$ cat src/rtl/frb_pkg.sv
// Shared types, constants and helpers of the FEC block reorder ring.
package frb_pkg;

    localparam int DEFAULT_RING_DEPTH    = 16;
    localparam int DEFAULT_MAX_FRAGMENTS = 32;

    localparam int BLOCK_W    = 56;
    localparam int FRAG_IDX_W = 8;
    localparam int CFG_W      = 6;
    localparam int CFG_IDX_W  = 2;
    localparam int MASK_W     = 32;
    localparam int SLOT_OUT_W = 4;
    localparam int CNT_W      = 6;

    localparam logic [CFG_IDX_W-1:0] CFG_DATA_FRAGMENTS  = 2'd0;
    localparam logic [CFG_IDX_W-1:0] CFG_TOTAL_FRAGMENTS = 2'd1;

    localparam logic [CFG_W-1:0] RESET_DATA_FRAGMENTS  = 6'd8;
    localparam logic [CFG_W-1:0] RESET_TOTAL_FRAGMENTS = 6'd12;

    localparam logic KIND_DISP    = 1'b0;
    localparam logic KIND_RELEASE = 1'b1;

    typedef enum logic [1:0] {
        DISP_ACCEPTED  = 2'd0,
        DISP_DUPLICATE = 2'd1,
        DISP_STALE     = 2'd2,
        DISP_INVALID   = 2'd3
    } disp_t;

    typedef enum logic [3:0] {
        S_IDLE,
        S_CHECK,
        S_SEARCH,
        S_NEW,
        S_ALLOC,
        S_DUP,
        S_UPDATE,
        S_RUN,
        S_RUNEND,
        S_KCHK,
        S_FLUSH,
        S_POP,
        S_FULLREL,
        S_FINISH
    } state_t;

    typedef enum logic [2:0] {
        EM_DISP_ZERO,
        EM_DISP_IDX,
        EM_DISP_NEW,
        EM_FLUSH,
        EM_RUN,
        EM_FULL
    } emit_src_t;

    typedef enum logic [1:0] {
        RD_PTR,
        RD_FRONT,
        RD_IDX
    } rd_sel_t;

    typedef struct packed {
        logic      in_ready;
        logic      search_init;
        logic      search_step;
        logic      search_hit;
        logic      new_init;
        logic      alloc_step;
        logic      map_update;
        logic      run_step;
        logic      front_pop;
        logic      pop_init;
        logic      pop_step;
        logic      set_ns_k;
        logic      emit;
        emit_src_t emit_src;
        disp_t     disp;
        logic      finish;
        rd_sel_t   rd_sel;
    } ctrl_cmd_t;

    typedef struct packed {
        logic in_valid;
        logic f_invalid;
        logic search_end;
        logic match;
        logic stale;
        logic alloc_end;
        logic full;
        logic dup;
        logic at_front;
        logic run_bit;
        logic ns_ge_k;
        logic k_complete;
        logic front_is_idx;
        logic pop_end;
        logic emit_ok;
        logic mask_nz;
        logic finish_ok;
    } ctrl_stat_t;

    typedef struct packed {
        logic                   kind;
        disp_t                  disposition;
        logic [SLOT_OUT_W-1:0]  slot;
        logic [BLOCK_W-1:0]     released_block;
        logic [MASK_W-1:0]      release_mask;
        logic                   needs_recovery;
        logic [CNT_W-1:0]       recovered_count;
        logic                   last;
    } result_item_t;

    // Mask of bits 0 .. x-1, all ones for x of 32 or more.
    function automatic logic [MASK_W-1:0] lo_mask(input logic [CNT_W-1:0] x);
        logic [MASK_W-1:0] m;
        if (x >= CNT_W'(MASK_W)) begin
            m = '1;
        end else begin
            m = (MASK_W'(1) << x[4:0]) - MASK_W'(1);
        end
        return m;
    endfunction

endpackage

$ cat src/rtl/frb_if.sv
// Channel interfaces of the FEC block reorder ring.
interface frb_frag_if import frb_pkg::*; ();
    logic                  valid;
    logic                  ready;
    logic [BLOCK_W-1:0]    block_number;
    logic [FRAG_IDX_W-1:0] fragment_index;

    modport source (output valid, block_number, fragment_index, input ready);
    modport sink (input valid, block_number, fragment_index, output ready);
endinterface

interface frb_result_if import frb_pkg::*; ();
    logic                  valid;
    logic                  ready;
    logic                  kind;
    logic [1:0]            disposition;
    logic [SLOT_OUT_W-1:0] slot;
    logic [BLOCK_W-1:0]    released_block;
    logic [MASK_W-1:0]     release_mask;
    logic                  needs_recovery;
    logic [CNT_W-1:0]      recovered_count;
    logic                  last;

    modport source (output valid, kind, disposition, slot, released_block, release_mask,
                    needs_recovery, recovered_count, last, input ready);
    modport sink (input valid, kind, disposition, slot, released_block, release_mask,
                  needs_recovery, recovered_count, last, output ready);
endinterface

interface frb_cfg_if import frb_pkg::*; ();
    logic                 valid;
    logic                 ready;
    logic [CFG_IDX_W-1:0] index;
    logic [CFG_W-1:0]     data;

    modport source (output valid, index, data, input ready);
    modport sink (input valid, index, data, output ready);
endinterface

$ cat src/rtl/frb_ctrl.sv
// Sequencing state machine of the FEC block reorder ring.
module frb_ctrl import frb_pkg::*; (
    input  logic       clk,
    input  logic       rst_n,
    input  ctrl_stat_t stat,
    output ctrl_cmd_t  cmd
);

    state_t state_reg;
    state_t state_next;

    always_ff @(posedge clk or negedge rst_n)
    begin
        if (!rst_n)
        begin
            state_reg <= S_IDLE;
        end
        else
        begin
            state_reg <= state_next;
        end
    end

    always_comb
    begin
        cmd        = '0;
        cmd.rd_sel = RD_IDX;
        state_next = state_reg;
        case (state_reg)
            S_IDLE:
            begin
                cmd.in_ready = 1'b1;
                if (stat.in_valid)
                begin
                    state_next = S_CHECK;
                end
            end
            S_CHECK:
            begin
                if (stat.f_invalid)
                begin
                    if (stat.emit_ok)
                    begin
                        cmd.emit     = 1'b1;
                        cmd.emit_src = EM_DISP_ZERO;
                        cmd.disp     = DISP_INVALID;
                        state_next   = S_FINISH;
                    end
                end
                else
                begin
                    cmd.search_init = 1'b1;
                    state_next      = S_SEARCH;
                end
            end
            S_SEARCH:
            begin
                cmd.rd_sel = RD_PTR;
                if (stat.search_end)
                begin
                    state_next = S_NEW;
                end
                else if (stat.match)
                begin
                    cmd.search_hit = 1'b1;
                    state_next     = S_DUP;
                end
                else
                begin
                    cmd.search_step = 1'b1;
                end
            end
            S_NEW:
            begin
                if (stat.emit_ok)
                begin
                    cmd.emit = 1'b1;
                    if (stat.stale)
                    begin
                        cmd.emit_src = EM_DISP_ZERO;
                        cmd.disp     = DISP_STALE;
                        state_next   = S_FINISH;
                    end
                    else
                    begin
                        cmd.new_init = 1'b1;
                        cmd.emit_src = EM_DISP_NEW;
                        cmd.disp     = DISP_ACCEPTED;
                        state_next   = S_ALLOC;
                    end
                end
            end
            S_ALLOC:
            begin
                cmd.rd_sel = RD_FRONT;
                if (stat.alloc_end)
                begin
                    state_next = S_UPDATE;
                end
                else if (stat.full)
                begin
                    if (stat.emit_ok)
                    begin
                        cmd.emit       = 1'b1;
                        cmd.emit_src   = EM_FLUSH;
                        cmd.alloc_step = 1'b1;
                    end
                end
                else
                begin
                    cmd.alloc_step = 1'b1;
                end
            end
            S_DUP:
            begin
                if (stat.emit_ok)
                begin
                    cmd.emit     = 1'b1;
                    cmd.emit_src = EM_DISP_IDX;
                    if (stat.dup)
                    begin
                        cmd.disp   = DISP_DUPLICATE;
                        state_next = S_FINISH;
                    end
                    else
                    begin
                        cmd.disp   = DISP_ACCEPTED;
                        state_next = S_UPDATE;
                    end
                end
            end
            S_UPDATE:
            begin
                cmd.map_update = 1'b1;
                state_next     = stat.at_front ? S_RUN : S_KCHK;
            end
            S_RUN:
            begin
                if (stat.run_bit)
                begin
                    cmd.run_step = 1'b1;
                end
                else
                begin
                    state_next = S_RUNEND;
                end
            end
            S_RUNEND:
            begin
                if (!stat.mask_nz || stat.emit_ok)
                begin
                    cmd.emit     = stat.mask_nz;
                    cmd.emit_src = EM_RUN;
                    if (stat.ns_ge_k)
                    begin
                        cmd.front_pop = 1'b1;
                        state_next    = S_FINISH;
                    end
                    else
                    begin
                        state_next = S_KCHK;
                    end
                end
            end
            S_KCHK:
            begin
                state_next = stat.k_complete ? S_FLUSH : S_FINISH;
            end
            S_FLUSH:
            begin
                cmd.rd_sel = RD_FRONT;
                if (!stat.front_is_idx)
                begin
                    if (stat.emit_ok)
                    begin
                        cmd.emit      = 1'b1;
                        cmd.emit_src  = EM_FLUSH;
                        cmd.front_pop = 1'b1;
                    end
                end
                else
                begin
                    cmd.pop_init = 1'b1;
                    state_next   = S_POP;
                end
            end
            S_POP:
            begin
                cmd.pop_step = 1'b1;
                if (stat.pop_end)
                begin
                    state_next = S_FULLREL;
                end
            end
            S_FULLREL:
            begin
                if (stat.emit_ok)
                begin
                    cmd.emit      = 1'b1;
                    cmd.emit_src  = EM_FULL;
                    cmd.set_ns_k  = 1'b1;
                    cmd.front_pop = 1'b1;
                    state_next    = S_FINISH;
                end
            end
            S_FINISH:
            begin
                if (stat.finish_ok)
                begin
                    cmd.finish = 1'b1;
                    state_next = S_IDLE;
                end
            end
            default:
            begin
                state_next = S_IDLE;
            end
        endcase
    end

endmodule

$ cat src/rtl/frb_datapath.sv
// Ring storage, pointers, item buffers and configuration of the reorder ring.
module frb_datapath import frb_pkg::*; #(
    parameter int RING_DEPTH    = DEFAULT_RING_DEPTH,
    parameter int MAX_FRAGMENTS = DEFAULT_MAX_FRAGMENTS
) (
    input  logic      clk,
    input  logic      rst_n,
    frb_frag_if.sink     frag,
    frb_result_if.source result,
    frb_cfg_if.sink      cfg,
    input  ctrl_cmd_t  cmd,
    output ctrl_stat_t stat
);

    localparam int IW       = $clog2(RING_DEPTH);
    localparam int UW       = $clog2(RING_DEPTH + 1);
    localparam int FRAG_CAP = (MAX_FRAGMENTS < MASK_W) ? MAX_FRAGMENTS : MASK_W;

    // Ring storage; every slot is written on allocation before it is searched.
    logic [BLOCK_W-1:0] blk_mem [RING_DEPTH];
    logic [MASK_W-1:0]  map_mem [RING_DEPTH];
    logic [CNT_W-1:0]   cnt_mem [RING_DEPTH];
    logic [CNT_W-1:0]   ns_mem  [RING_DEPTH];

    logic [CFG_W-1:0]      k_cfg_reg;
    logic [CFG_W-1:0]      n_cfg_reg;
    logic [BLOCK_W-1:0]    b_reg;
    logic [FRAG_IDX_W-1:0] f_reg;
    logic [CNT_W-1:0]      k_reg;
    logic [CNT_W-1:0]      nf_reg;
    logic [IW-1:0]         ptr_reg;
    logic [UW-1:0]         rem_reg;
    logic [IW-1:0]         idx_reg;
    logic [IW-1:0]         front_reg;
    logic [UW-1:0]         used_reg;
    logic [BLOCK_W-1:0]    newest_reg;
    logic                  newest_valid_reg;
    logic [BLOCK_W-1:0]    alloc_blk_reg;
    logic [MASK_W-1:0]     mask_reg;
    logic [MASK_W-1:0]     want_reg;
    logic [MASK_W-1:0]     miss_reg;
    logic [CNT_W-1:0]      pop_cnt_reg;
    logic [1:0]            pop_idx_reg;
    result_item_t          pend_reg;
    logic                  pend_valid_reg;
    result_item_t          out_reg;
    logic                  out_valid_reg;

    logic [CNT_W-1:0]   nf_eff;
    logic [CNT_W-1:0]   k_eff;
    logic [IW-1:0]      tail;
    logic [IW-1:0]      rd_addr;
    logic [IW-1:0]      wr_addr;
    logic [BLOCK_W-1:0] rd_blk;
    logic [MASK_W-1:0]  rd_map;
    logic [CNT_W-1:0]   rd_cnt;
    logic [CNT_W-1:0]   rd_ns;
    logic [BLOCK_W-1:0] diff;
    logic [UW-1:0]      nb;
    logic [IW-1:0]      new_idx;
    logic [MASK_W-1:0]  range_mask;
    logic               latch;
    logic               out_free;
    result_item_t       new_item;
    result_item_t       out_load;

    function automatic logic [IW-1:0] wrap_add(input logic [IW-1:0] a, input logic [UW-1:0] b);
        logic [IW:0] s;
        s = {1'b0, a} + (IW + 1)'(b);
        if (s >= (IW + 1)'(RING_DEPTH))
        begin
            s = s - (IW + 1)'(RING_DEPTH);
        end
        return s[IW-1:0];
    endfunction

    // Effective N and K from the raw register values.
    always_comb
    begin
        nf_eff = n_cfg_reg;
        if (nf_eff == '0)
        begin
            nf_eff = CNT_W'(1);
        end
        if (nf_eff > CNT_W'(FRAG_CAP))
        begin
            nf_eff = CNT_W'(FRAG_CAP);
        end
        k_eff = k_cfg_reg;
        if (k_eff == '0)
        begin
            k_eff = CNT_W'(1);
        end
        if (k_eff > nf_eff)
        begin
            k_eff = nf_eff;
        end
    end

    assign tail = wrap_add(front_reg, used_reg);

    always_comb
    begin
        case (cmd.rd_sel)
            RD_PTR:   rd_addr = ptr_reg;
            RD_FRONT: rd_addr = front_reg;
            default:  rd_addr = idx_reg;
        endcase
    end

    assign rd_blk = blk_mem[rd_addr];
    assign rd_map = map_mem[rd_addr];
    assign rd_cnt = cnt_mem[rd_addr];
    assign rd_ns  = ns_mem[rd_addr];
    assign wr_addr = cmd.alloc_step ? tail : idx_reg;

    // Number of slots to open for a newer block, at most the ring depth.
    always_comb
    begin
        diff = b_reg - newest_reg;
        if (!newest_valid_reg)
        begin
            nb = UW'(1);
        end
        else if (diff > BLOCK_W'(RING_DEPTH))
        begin
            nb = UW'(RING_DEPTH);
        end
        else
        begin
            nb = UW'(diff);
        end
    end

    assign new_idx    = wrap_add(tail, nb - UW'(1));
    assign range_mask = lo_mask(k_reg) & ~lo_mask(rd_ns);

    always_comb
    begin
        new_item             = '0;
        new_item.disposition = cmd.disp;
        case (cmd.emit_src)
            EM_DISP_ZERO:
            begin
                new_item.kind = KIND_DISP;
            end
            EM_DISP_IDX:
            begin
                new_item.kind = KIND_DISP;
                new_item.slot = SLOT_OUT_W'(idx_reg);
            end
            EM_DISP_NEW:
            begin
                new_item.kind = KIND_DISP;
                new_item.slot = SLOT_OUT_W'(new_idx);
            end
            EM_FLUSH:
            begin
                new_item.kind           = KIND_RELEASE;
                new_item.disposition    = DISP_ACCEPTED;
                new_item.slot           = SLOT_OUT_W'(front_reg);
                new_item.released_block = rd_blk;
                new_item.release_mask   = rd_map & range_mask;
            end
            EM_RUN:
            begin
                new_item.kind           = KIND_RELEASE;
                new_item.disposition    = DISP_ACCEPTED;
                new_item.slot           = SLOT_OUT_W'(idx_reg);
                new_item.released_block = rd_blk;
                new_item.release_mask   = mask_reg;
            end
            EM_FULL:
            begin
                new_item.kind            = KIND_RELEASE;
                new_item.disposition     = DISP_ACCEPTED;
                new_item.slot            = SLOT_OUT_W'(idx_reg);
                new_item.released_block  = rd_blk;
                new_item.release_mask    = want_reg;
                new_item.needs_recovery  = (pop_cnt_reg != '0);
                new_item.recovered_count = pop_cnt_reg;
            end
            default:
            begin
                new_item.kind = KIND_DISP;
            end
        endcase
    end

    // The pending item moves to the output register, marked last only on finish.
    always_comb
    begin
        out_load      = pend_reg;
        out_load.last = cmd.finish;
    end

    assign latch    = cmd.in_ready && frag.valid;
    assign out_free = !out_valid_reg || result.ready;

    assign stat.in_valid     = frag.valid;
    assign stat.f_invalid    = f_reg >= FRAG_IDX_W'(nf_reg);
    assign stat.search_end   = (rem_reg == '0);
    assign stat.match        = (rd_blk == b_reg);
    assign stat.stale        = newest_valid_reg && (b_reg <= newest_reg);
    assign stat.alloc_end    = (rem_reg == '0);
    assign stat.full         = (used_reg == UW'(RING_DEPTH));
    assign stat.dup          = rd_map[f_reg[4:0]];
    assign stat.at_front     = (idx_reg == front_reg);
    assign stat.run_bit      = (rd_ns < k_reg) && rd_map[rd_ns[4:0]];
    assign stat.ns_ge_k      = (rd_ns >= k_reg);
    assign stat.k_complete   = (rd_ns < k_reg) && (rd_cnt == k_reg);
    assign stat.front_is_idx = (front_reg == idx_reg);
    assign stat.pop_end      = (pop_idx_reg == 2'd3);
    assign stat.emit_ok      = !pend_valid_reg || out_free;
    assign stat.mask_nz      = (mask_reg != '0);
    assign stat.finish_ok    = out_free;

    assign frag.ready = cmd.in_ready;
    assign cfg.ready  = 1'b1;

    assign result.valid           = out_valid_reg;
    assign result.kind            = out_reg.kind;
    assign result.disposition     = out_reg.disposition;
    assign result.slot            = out_reg.slot;
    assign result.released_block  = out_reg.released_block;
    assign result.release_mask    = out_reg.release_mask;
    assign result.needs_recovery  = out_reg.needs_recovery;
    assign result.recovered_count = out_reg.recovered_count;
    assign result.last            = out_reg.last;

    always_ff @(posedge clk)
    begin
        if (cmd.alloc_step)
        begin
            blk_mem[wr_addr] <= alloc_blk_reg;
            map_mem[wr_addr] <= '0;
            cnt_mem[wr_addr] <= '0;
            ns_mem[wr_addr]  <= '0;
        end
        if (cmd.map_update)
        begin
            map_mem[wr_addr] <= rd_map | (MASK_W'(1) << f_reg[4:0]);
            cnt_mem[wr_addr] <= rd_cnt + CNT_W'(1);
        end
        if (cmd.run_step)
        begin
            ns_mem[wr_addr] <= rd_ns + CNT_W'(1);
        end
        if (cmd.set_ns_k)
        begin
            ns_mem[wr_addr] <= k_reg;
        end
    end

    // Item payload registers.
    always_ff @(posedge clk)
    begin
        if (latch)
        begin
            b_reg  <= frag.block_number;
            f_reg  <= frag.fragment_index;
            k_reg  <= k_eff;
            nf_reg <= nf_eff;
        end
        if (cmd.search_init)
        begin
            ptr_reg <= front_reg;
        end
        if (cmd.search_step)
        begin
            ptr_reg <= wrap_add(ptr_reg, UW'(1));
        end
        if (cmd.new_init)
        begin
            alloc_blk_reg <= b_reg - BLOCK_W'(nb) + BLOCK_W'(1);
        end
        if (cmd.alloc_step)
        begin
            alloc_blk_reg <= alloc_blk_reg + BLOCK_W'(1);
        end
        if (cmd.map_update)
        begin
            mask_reg <= '0;
        end
        if (cmd.run_step)
        begin
            mask_reg <= mask_reg | (MASK_W'(1) << rd_ns[4:0]);
        end
        if (cmd.pop_init)
        begin
            want_reg    <= range_mask;
            miss_reg    <= range_mask & ~rd_map;
            pop_cnt_reg <= '0;
        end
        if (cmd.pop_step)
        begin
            pop_cnt_reg <= pop_cnt_reg + CNT_W'($countones(miss_reg[7:0]));
            miss_reg    <= miss_reg >> 8;
        end
        if (cmd.emit)
        begin
            pend_reg <= new_item;
        end
        if ((cmd.emit && pend_valid_reg) || cmd.finish)
        begin
            out_reg <= out_load;
        end
    end

    always_ff @(posedge clk or negedge rst_n)
    begin
        if (!rst_n)
        begin
            k_cfg_reg        <= RESET_DATA_FRAGMENTS;
            n_cfg_reg        <= RESET_TOTAL_FRAGMENTS;
            rem_reg          <= '0;
            idx_reg          <= '0;
            front_reg        <= '0;
            used_reg         <= '0;
            newest_reg       <= '0;
            newest_valid_reg <= 1'b0;
            pop_idx_reg      <= '0;
            pend_valid_reg   <= 1'b0;
            out_valid_reg    <= 1'b0;
        end
        else
        begin
            if (cfg.valid)
            begin
                case (cfg.index)
                    CFG_DATA_FRAGMENTS:  k_cfg_reg <= cfg.data;
                    CFG_TOTAL_FRAGMENTS: n_cfg_reg <= cfg.data;
                    default:             ;
                endcase
            end
            if (cmd.search_init)
            begin
                rem_reg <= used_reg;
            end
            if (cmd.search_step)
            begin
                rem_reg <= rem_reg - UW'(1);
            end
            if (cmd.search_hit)
            begin
                idx_reg <= ptr_reg;
            end
            if (cmd.new_init)
            begin
                rem_reg          <= nb;
                newest_reg       <= b_reg;
                newest_valid_reg <= 1'b1;
            end
            if (cmd.alloc_step)
            begin
                rem_reg <= rem_reg - UW'(1);
                idx_reg <= tail;
                if (used_reg == UW'(RING_DEPTH))
                begin
                    front_reg <= wrap_add(front_reg, UW'(1));
                end
                else
                begin
                    used_reg <= used_reg + UW'(1);
                end
            end
            if (cmd.front_pop)
            begin
                front_reg <= wrap_add(front_reg, UW'(1));
                if (used_reg != '0)
                begin
                    used_reg <= used_reg - UW'(1);
                end
            end
            if (cmd.pop_init)
            begin
                pop_idx_reg <= '0;
            end
            if (cmd.pop_step)
            begin
                pop_idx_reg <= pop_idx_reg + 2'd1;
            end
            // Output register and pending item form a two-entry queue.
            if (cmd.emit)
            begin
                pend_valid_reg <= 1'b1;
                if (pend_valid_reg)
                begin
                    out_valid_reg <= 1'b1;
                end
                else if (result.ready)
                begin
                    out_valid_reg <= 1'b0;
                end
            end
            else if (cmd.finish)
            begin
                pend_valid_reg <= 1'b0;
                out_valid_reg  <= 1'b1;
            end
            else if (result.ready)
            begin
                out_valid_reg <= 1'b0;
            end
        end
    end

endmodule

$ cat src/rtl/fec_block_reorder_ring_core.sv
// Top level of the FEC block reorder ring: controller plus datapath.
//
//  channel  | dir | payload                                           | handshake
//  ---------+-----+---------------------------------------------------+-----------
//  frag     | in  | block_number, fragment_index                      | valid/ready
//  result   | out | kind, disposition, slot, released_block,          | valid/ready
//           |     | release_mask, needs_recovery, recovered_count,    |
//           |     | last                                              |
//  cfg      | in  | index, data (data_fragments, total_fragments)     | valid/ready
//
// One fragment is worked on at a time. The time an item takes grows with the open blocks
// walked by the slot search (one slot per cycle, at most RING_DEPTH), the slots opened for
// a newer block, the in-order run of fragments delivered (one per cycle) and the front
// blocks flushed ahead of a full release; the missing-fragment count is summed bytewise.
// Reset clears the ring pointers and the newest-block marker; the slot contents need no
// clearing since a slot is always written when it is opened. A stalled result channel
// holds the sequencer in place; the output register lets the next fragment be taken while
// the final result of the previous one still waits. The cfg port is always ready.
module fec_block_reorder_ring_core import frb_pkg::*; #(
    parameter int RING_DEPTH    = DEFAULT_RING_DEPTH,
    parameter int MAX_FRAGMENTS = DEFAULT_MAX_FRAGMENTS
) (
    input  logic         clk,
    input  logic         rst_n,
    frb_frag_if.sink     frag,
    frb_result_if.source result,
    frb_cfg_if.sink      cfg
);

    // Commands flow from the sequencer to the datapath, status flows back.
    ctrl_cmd_t  cmd;
    ctrl_stat_t stat;

    frb_ctrl u_ctrl (
        .clk   (clk),
        .rst_n (rst_n),
        .stat  (stat),
        .cmd   (cmd)
    );

    frb_datapath #(
        .RING_DEPTH    (RING_DEPTH),
        .MAX_FRAGMENTS (MAX_FRAGMENTS)
    ) u_datapath (
        .clk    (clk),
        .rst_n  (rst_n),
        .frag   (frag),
        .result (result),
        .cfg    (cfg),
        .cmd    (cmd),
        .stat   (stat)
    );

endmodule

$ cat src/flat_wrapper.sv
// flat-port wrapper written by rule: the top's interface ports become plain ports
module fec_block_reorder_ring_core_flat import frb_pkg::*;
#(
    parameter int RING_DEPTH    = DEFAULT_RING_DEPTH,
    parameter int MAX_FRAGMENTS = DEFAULT_MAX_FRAGMENTS
)
  (clk, rst_n, frag_valid, frag_block_number, frag_fragment_index, frag_ready, result_valid, result_kind, result_disposition, result_slot, result_released_block, result_release_mask, result_needs_recovery, result_recovered_count, result_last, result_ready, cfg_valid, cfg_index, cfg_data, cfg_ready);
  frb_frag_if frag_i ();
  frb_result_if result_i ();
  frb_cfg_if cfg_i ();
  input  logic clk;
  input  logic rst_n;
  input wire logic [$bits(frag_i.valid)-1:0] frag_valid;
  input wire logic [$bits(frag_i.block_number)-1:0] frag_block_number;
  input wire logic [$bits(frag_i.fragment_index)-1:0] frag_fragment_index;
  output wire logic [$bits(frag_i.ready)-1:0] frag_ready;
  output wire logic [$bits(result_i.valid)-1:0] result_valid;
  output wire logic [$bits(result_i.kind)-1:0] result_kind;
  output wire logic [$bits(result_i.disposition)-1:0] result_disposition;
  output wire logic [$bits(result_i.slot)-1:0] result_slot;
  output wire logic [$bits(result_i.released_block)-1:0] result_released_block;
  output wire logic [$bits(result_i.release_mask)-1:0] result_release_mask;
  output wire logic [$bits(result_i.needs_recovery)-1:0] result_needs_recovery;
  output wire logic [$bits(result_i.recovered_count)-1:0] result_recovered_count;
  output wire logic [$bits(result_i.last)-1:0] result_last;
  input wire logic [$bits(result_i.ready)-1:0] result_ready;
  input wire logic [$bits(cfg_i.valid)-1:0] cfg_valid;
  input wire logic [$bits(cfg_i.index)-1:0] cfg_index;
  input wire logic [$bits(cfg_i.data)-1:0] cfg_data;
  output wire logic [$bits(cfg_i.ready)-1:0] cfg_ready;
  assign frag_i.valid = frag_valid;
  assign frag_i.block_number = frag_block_number;
  assign frag_i.fragment_index = frag_fragment_index;
  assign frag_ready = frag_i.ready;
  assign result_valid = result_i.valid;
  assign result_kind = result_i.kind;
  assign result_disposition = result_i.disposition;
  assign result_slot = result_i.slot;
  assign result_released_block = result_i.released_block;
  assign result_release_mask = result_i.release_mask;
  assign result_needs_recovery = result_i.needs_recovery;
  assign result_recovered_count = result_i.recovered_count;
  assign result_last = result_i.last;
  assign result_i.ready = result_ready;
  assign cfg_i.valid = cfg_valid;
  assign cfg_i.index = cfg_index;
  assign cfg_i.data = cfg_data;
  assign cfg_ready = cfg_i.ready;
  fec_block_reorder_ring_core #(.RING_DEPTH(RING_DEPTH), .MAX_FRAGMENTS(MAX_FRAGMENTS)) u_core (.clk(clk), .rst_n(rst_n), .frag(frag_i), .result(result_i), .cfg(cfg_i));
endmodule
$ cat config.mk
export PLATFORM = sky130hd
export DESIGN_NAME = fec_block_reorder_ring_core_flat
export DESIGN_NICKNAME = d
export VERILOG_FILES = /design/src/rtl/frb_pkg.sv /design/src/rtl/frb_if.sv /design/src/rtl/frb_ctrl.sv /design/src/rtl/frb_datapath.sv /design/src/rtl/fec_block_reorder_ring_core.sv /design/src/flat_wrapper.sv
export SDC_FILE = /design/constraint.sdc
export NUM_CORES = 2
export LEC_CHECK = 0
export BUFFER_PORTS_ARGS = -buffer_cell sky130_fd_sc_hd__buf_2
export CORE_MARGIN = 4
export CORE_UTILIZATION = 45
export CTS_BUF_LIST = sky130_fd_sc_hd__clkbuf_8
export CTS_CLUSTER_DIAMETER = 50
export DETAILED_ROUTE_END_ITERATION = 12
export GPL_TIMING_DRIVEN = 0
export PLACE_DENSITY_LB_ADDON = 0.1
export SYNTH_ARGS = -nofsm -noshare
export SYNTH_HDL_FRONTEND = slang
export SYNTH_SLANG_ARGS = --single-unit
$ cat constraint.sdc
create_clock -name clk -period 13.5 [get_ports clk]
set_clock_uncertainty 0.15 [all_clocks]
set_input_delay 2.025 -clock clk [delete_from_list [all_inputs] [get_ports clk]]
set_output_delay 2.025 -clock clk [all_outputs]
set_load 0.01 [all_outputs]
==> key figures <==
Floorplan
  – DIE AREA: 226000 sq um
  – # IOs: 183
  – Starting Density: between 40% and 50%
  – FP Rows: 171
  – DIE HEIGHT: about 480 um
  – Core area: 217000 sq um
  – Die Wd: 475 um

Worst setup path
  – Critical path endpoint category: flop
  – Critical-path maximum fanout: 10
  – CP Data Arrival Time: 12.22 ns
  – CP required: approximately 14 ns
  – R2r setup slk: between 1.5 and 2 ns
  – Startpoint types: flop
  – Crit path kind: flop to flop

Layout
  – Multi-input logic area: roughly 32000 sq um
  – Fraction of final layout cells sized beyond drive strength 1: about 14%
  – Layout area overhead: 14.4%
  – Biggest register: u_core.u_datapath.blk_mem
  – Layout Cells excl Fill: about 12000
  – Fillers: 19120
  – Storage cell area: around 64000 sq um
  – Largest register FFs: between 800 and 900
  – Post-layout net count: approximately 8900

CTS
  – Sink Count: ~2100
  – TritonCTS clock tree: built
  – Cts hold-fix bufs: 0
  – H-tree levels: 5
  – Clk Latency, worst-skew pair: 1.16 ns
  – Post-CTS resize count: 0
  – CTS buffer count: between 300 and 400
  – Clock transition at path regs: 0.06 ns
  – Setup bufs post-CTS: 0
  – CTS root buf: clkbuf_8
  – Clk buf depth: 4

Placed design
  – Gpl congestion: 1.01
  – Place WS: ~2.1 ns
  – # port buffers: ~180
  – Placed insts: 11087
  – Post-DP HPWL: between 300000 and 400000 um

Drt
  – Vias: between 70000 and 80000
  – Final routed DRC violation total: 0
  – Final wirelength: approximately 440000 um
  – WL per Instance: between 30 and 40 um
  – Via/cell ratio: 6.53
  – First DRT Iteration DRCs: roughly 12000
  – Antenna viol nets, final: 0
  – Drt first pass iters: 7

Global routing
  – Global-route wire length before repair: between 500000 and 600000 um
  – Gr ovfl total: 0
  – Largest net degree at the start of global routing: between 60 and 70
  – Vias in the first global route: 71508
  – Initial antenna violation count: 36
  – Gr usage total: approximately two fifths

Yosys
  – Yosys Warn Count: 0
  – Cell count after synthesis: 7936
  – Syn Area/Cell: 12.4 sq um
  – Synth cell types: roughly 110
  – Synth async-reset ratio: about 4.4%
  – Synth Cell Area: between 90000 and 100000 sq um
  – FF+latch count, synth: approximately 2100
  – Post-synth net total: about 8200
  – Post-synth EDFFs: around 2000
  – Register area share after synthesis: 64.8%
  – Post-synth top flop: edfxtp_1

STA
  – Slew @ Worst Pin: approximately 1.5 ns
  – Final period utilization: between 80% and 90%
  – Hold Vio Cnt, Final: 0
  – Max-slew headroom: -2.30%
  – Setup ws final: about 1.8 ns
  – Minimum clock period: between 10 and 15 ns
  – Final setup violation count: 0
  – Max Transition Viols Final: 38
  – RSZ-0062 raised after global routing: false
  – Maximum clock rate: between 80 and 90 MHz

Run status
  – Outcome: complete, but fails checks
  – Failing checks: max-capacitance violations, max-slew violations

Hold path
  – Hold WC Path Type: flop to flop

Run
  – Max Cap Viol: 7
==> Yosys cell counts (34+ instances only) <==
cell type  number  area [sq um]
a211oi_1      148          1110
a21o_1         65           488
a21oi_1       284          1420
a221oi_1       44           385
a22oi_1        41           308
a311oi_1       51           447
a31o_2         42           368
a31oi_1       155           970
a32o_1         53           531
and2_1         38           238
and3_1        227          1420
buf_1          40           150
buf_2         155           776
buf_4          54           405
clkbuf_1      202           758
dfrtp_1        92          2300
edfxtp_1     2035         61100
ha_1          162          2030
inv_1         238           893
mux2_2         46           518
mux2i_1       191          1910
nand2_1      1372          5150
nand2b_1       38           238
nand3_1       374          1870
nand4_1        63           394
nor2_1        374          1400
nor2b_1        34           213
nor3_1        114           571
nor4_1         35           219
o211ai_1       60           450
o21ai_0       266          1330
o22ai_1        37           231
o31ai_1        36           270
xnor2_1       174          1520
xor2_1         72           631
==> area by class of cell <==
type	instances	area share, %
multi-input combinational	5074	28.3
tap	2854	3.18
inverter	245	0.820
timing repair buffer	300	2.73
buffer	479	2.14
clock buffer	392	4.80
clock inverter	282	1.35
antenna	26	0.0579
sequential	2138	56.6
==> cells in the final DEF (no fill, tap or decap), drive strengths merged, types with 191 or more instances in the layout <==
master	netlist	routed
buf	276	576
edfxtp	2035	2035
o21ai	271	271
a21oi	285	285
and3	227	227
clkbuf	203	595
nand2	1374	1374
mux2i	191	191
nor2	381	381
inv	240	370
nand3	374	374
==> metal layers <==
metal  global-route usage [%]  vias to the layer above  routed length, um
met1                     51.0                    38646             168000
met2                     56.1                     5598             189000
li1                         -                    31389                  -
met3                     8.68                     1309              48800
met5                    0.235                        -                131
met4                     25.5                        9              34900
==> critical path: stages, from the launching register on <==
cell and delay, ns:
dfrtp_1 0.43, buf_2 0.23, nor4b_2 0.44, nor3b_1 0.18, nor2_2 0.84, buf_2 0.45
buf_2 0.53, buf_2 0.59, buf_2 0.63, clkbuf_1 0.98, buf_2 0.46, nand3_1 0.14
nand3_1 0.11, a31o_2 0.29, clkinv_1 0.38, ha_1 0.44, nand3_1 0.10, nor2_1 0.06
a221oi_1 0.27, o21ai_0 0.23, nor3_1 0.52, o2111ai_1 0.70, and3_1 0.49, clkbuf_1 0.21
buf_2 0.24, nor3_1 1.13
==> metrics by stage <==
stage | hold WS, ns | TNS, ns | util (%) | area [sq um]
5_1_grt | 0.256 | 0 | 51.7 | 112000
3_3_place_gp | 0.250 | -213.35 | 47.3 | 103000
3_5_place_dp | 0.255 | 0 | 48.5 | 105000
4_1_cts | 0.248 | 0 | 51.7 | 112000
2_1_floorplan | 0.250 | 0 | - | 98200
6_report | 0.247 | 0 | 51.7 | 112000
==> cells by family after synthesis <==
family	share of synthesized area [%]
adders and majority gates	2.25
buffers and inverters	3.38
AOI/OAI and AO/OA	11.3
DFF	64.8
and+or+nand+nor	13.0
muxes	3.06
other	0.00382
xor gates and xnor gates	2.19
==> worst paths after layout <==
kind                                                              to  depth (start not counted)                            from
hold / removal             u_core.u_datapath.result.release_mask[26]                          0  u_core.u_datapath.out_load[34]
min in group asynchronous               u_core.u_datapath.idx_reg[3]                          1                           rst_n
hold reg to reg            u_core.u_datapath.result.release_mask[26]                          0  u_core.u_datapath.out_load[34]
setup / recovery                     u_core.u_datapath.ns_mem[12][1]                         25      u_core.u_ctrl.state_reg[1]
setup reg to reg                     u_core.u_datapath.ns_mem[12][1]                         25      u_core.u_ctrl.state_reg[1]
max in group asynchronous           u_core.u_datapath.newest_reg[52]                          2                           rst_n
Power is left out: the tool's default activity adds up to more than one toggle a clock period on the data nets, which glitch-free logic cannot reach.
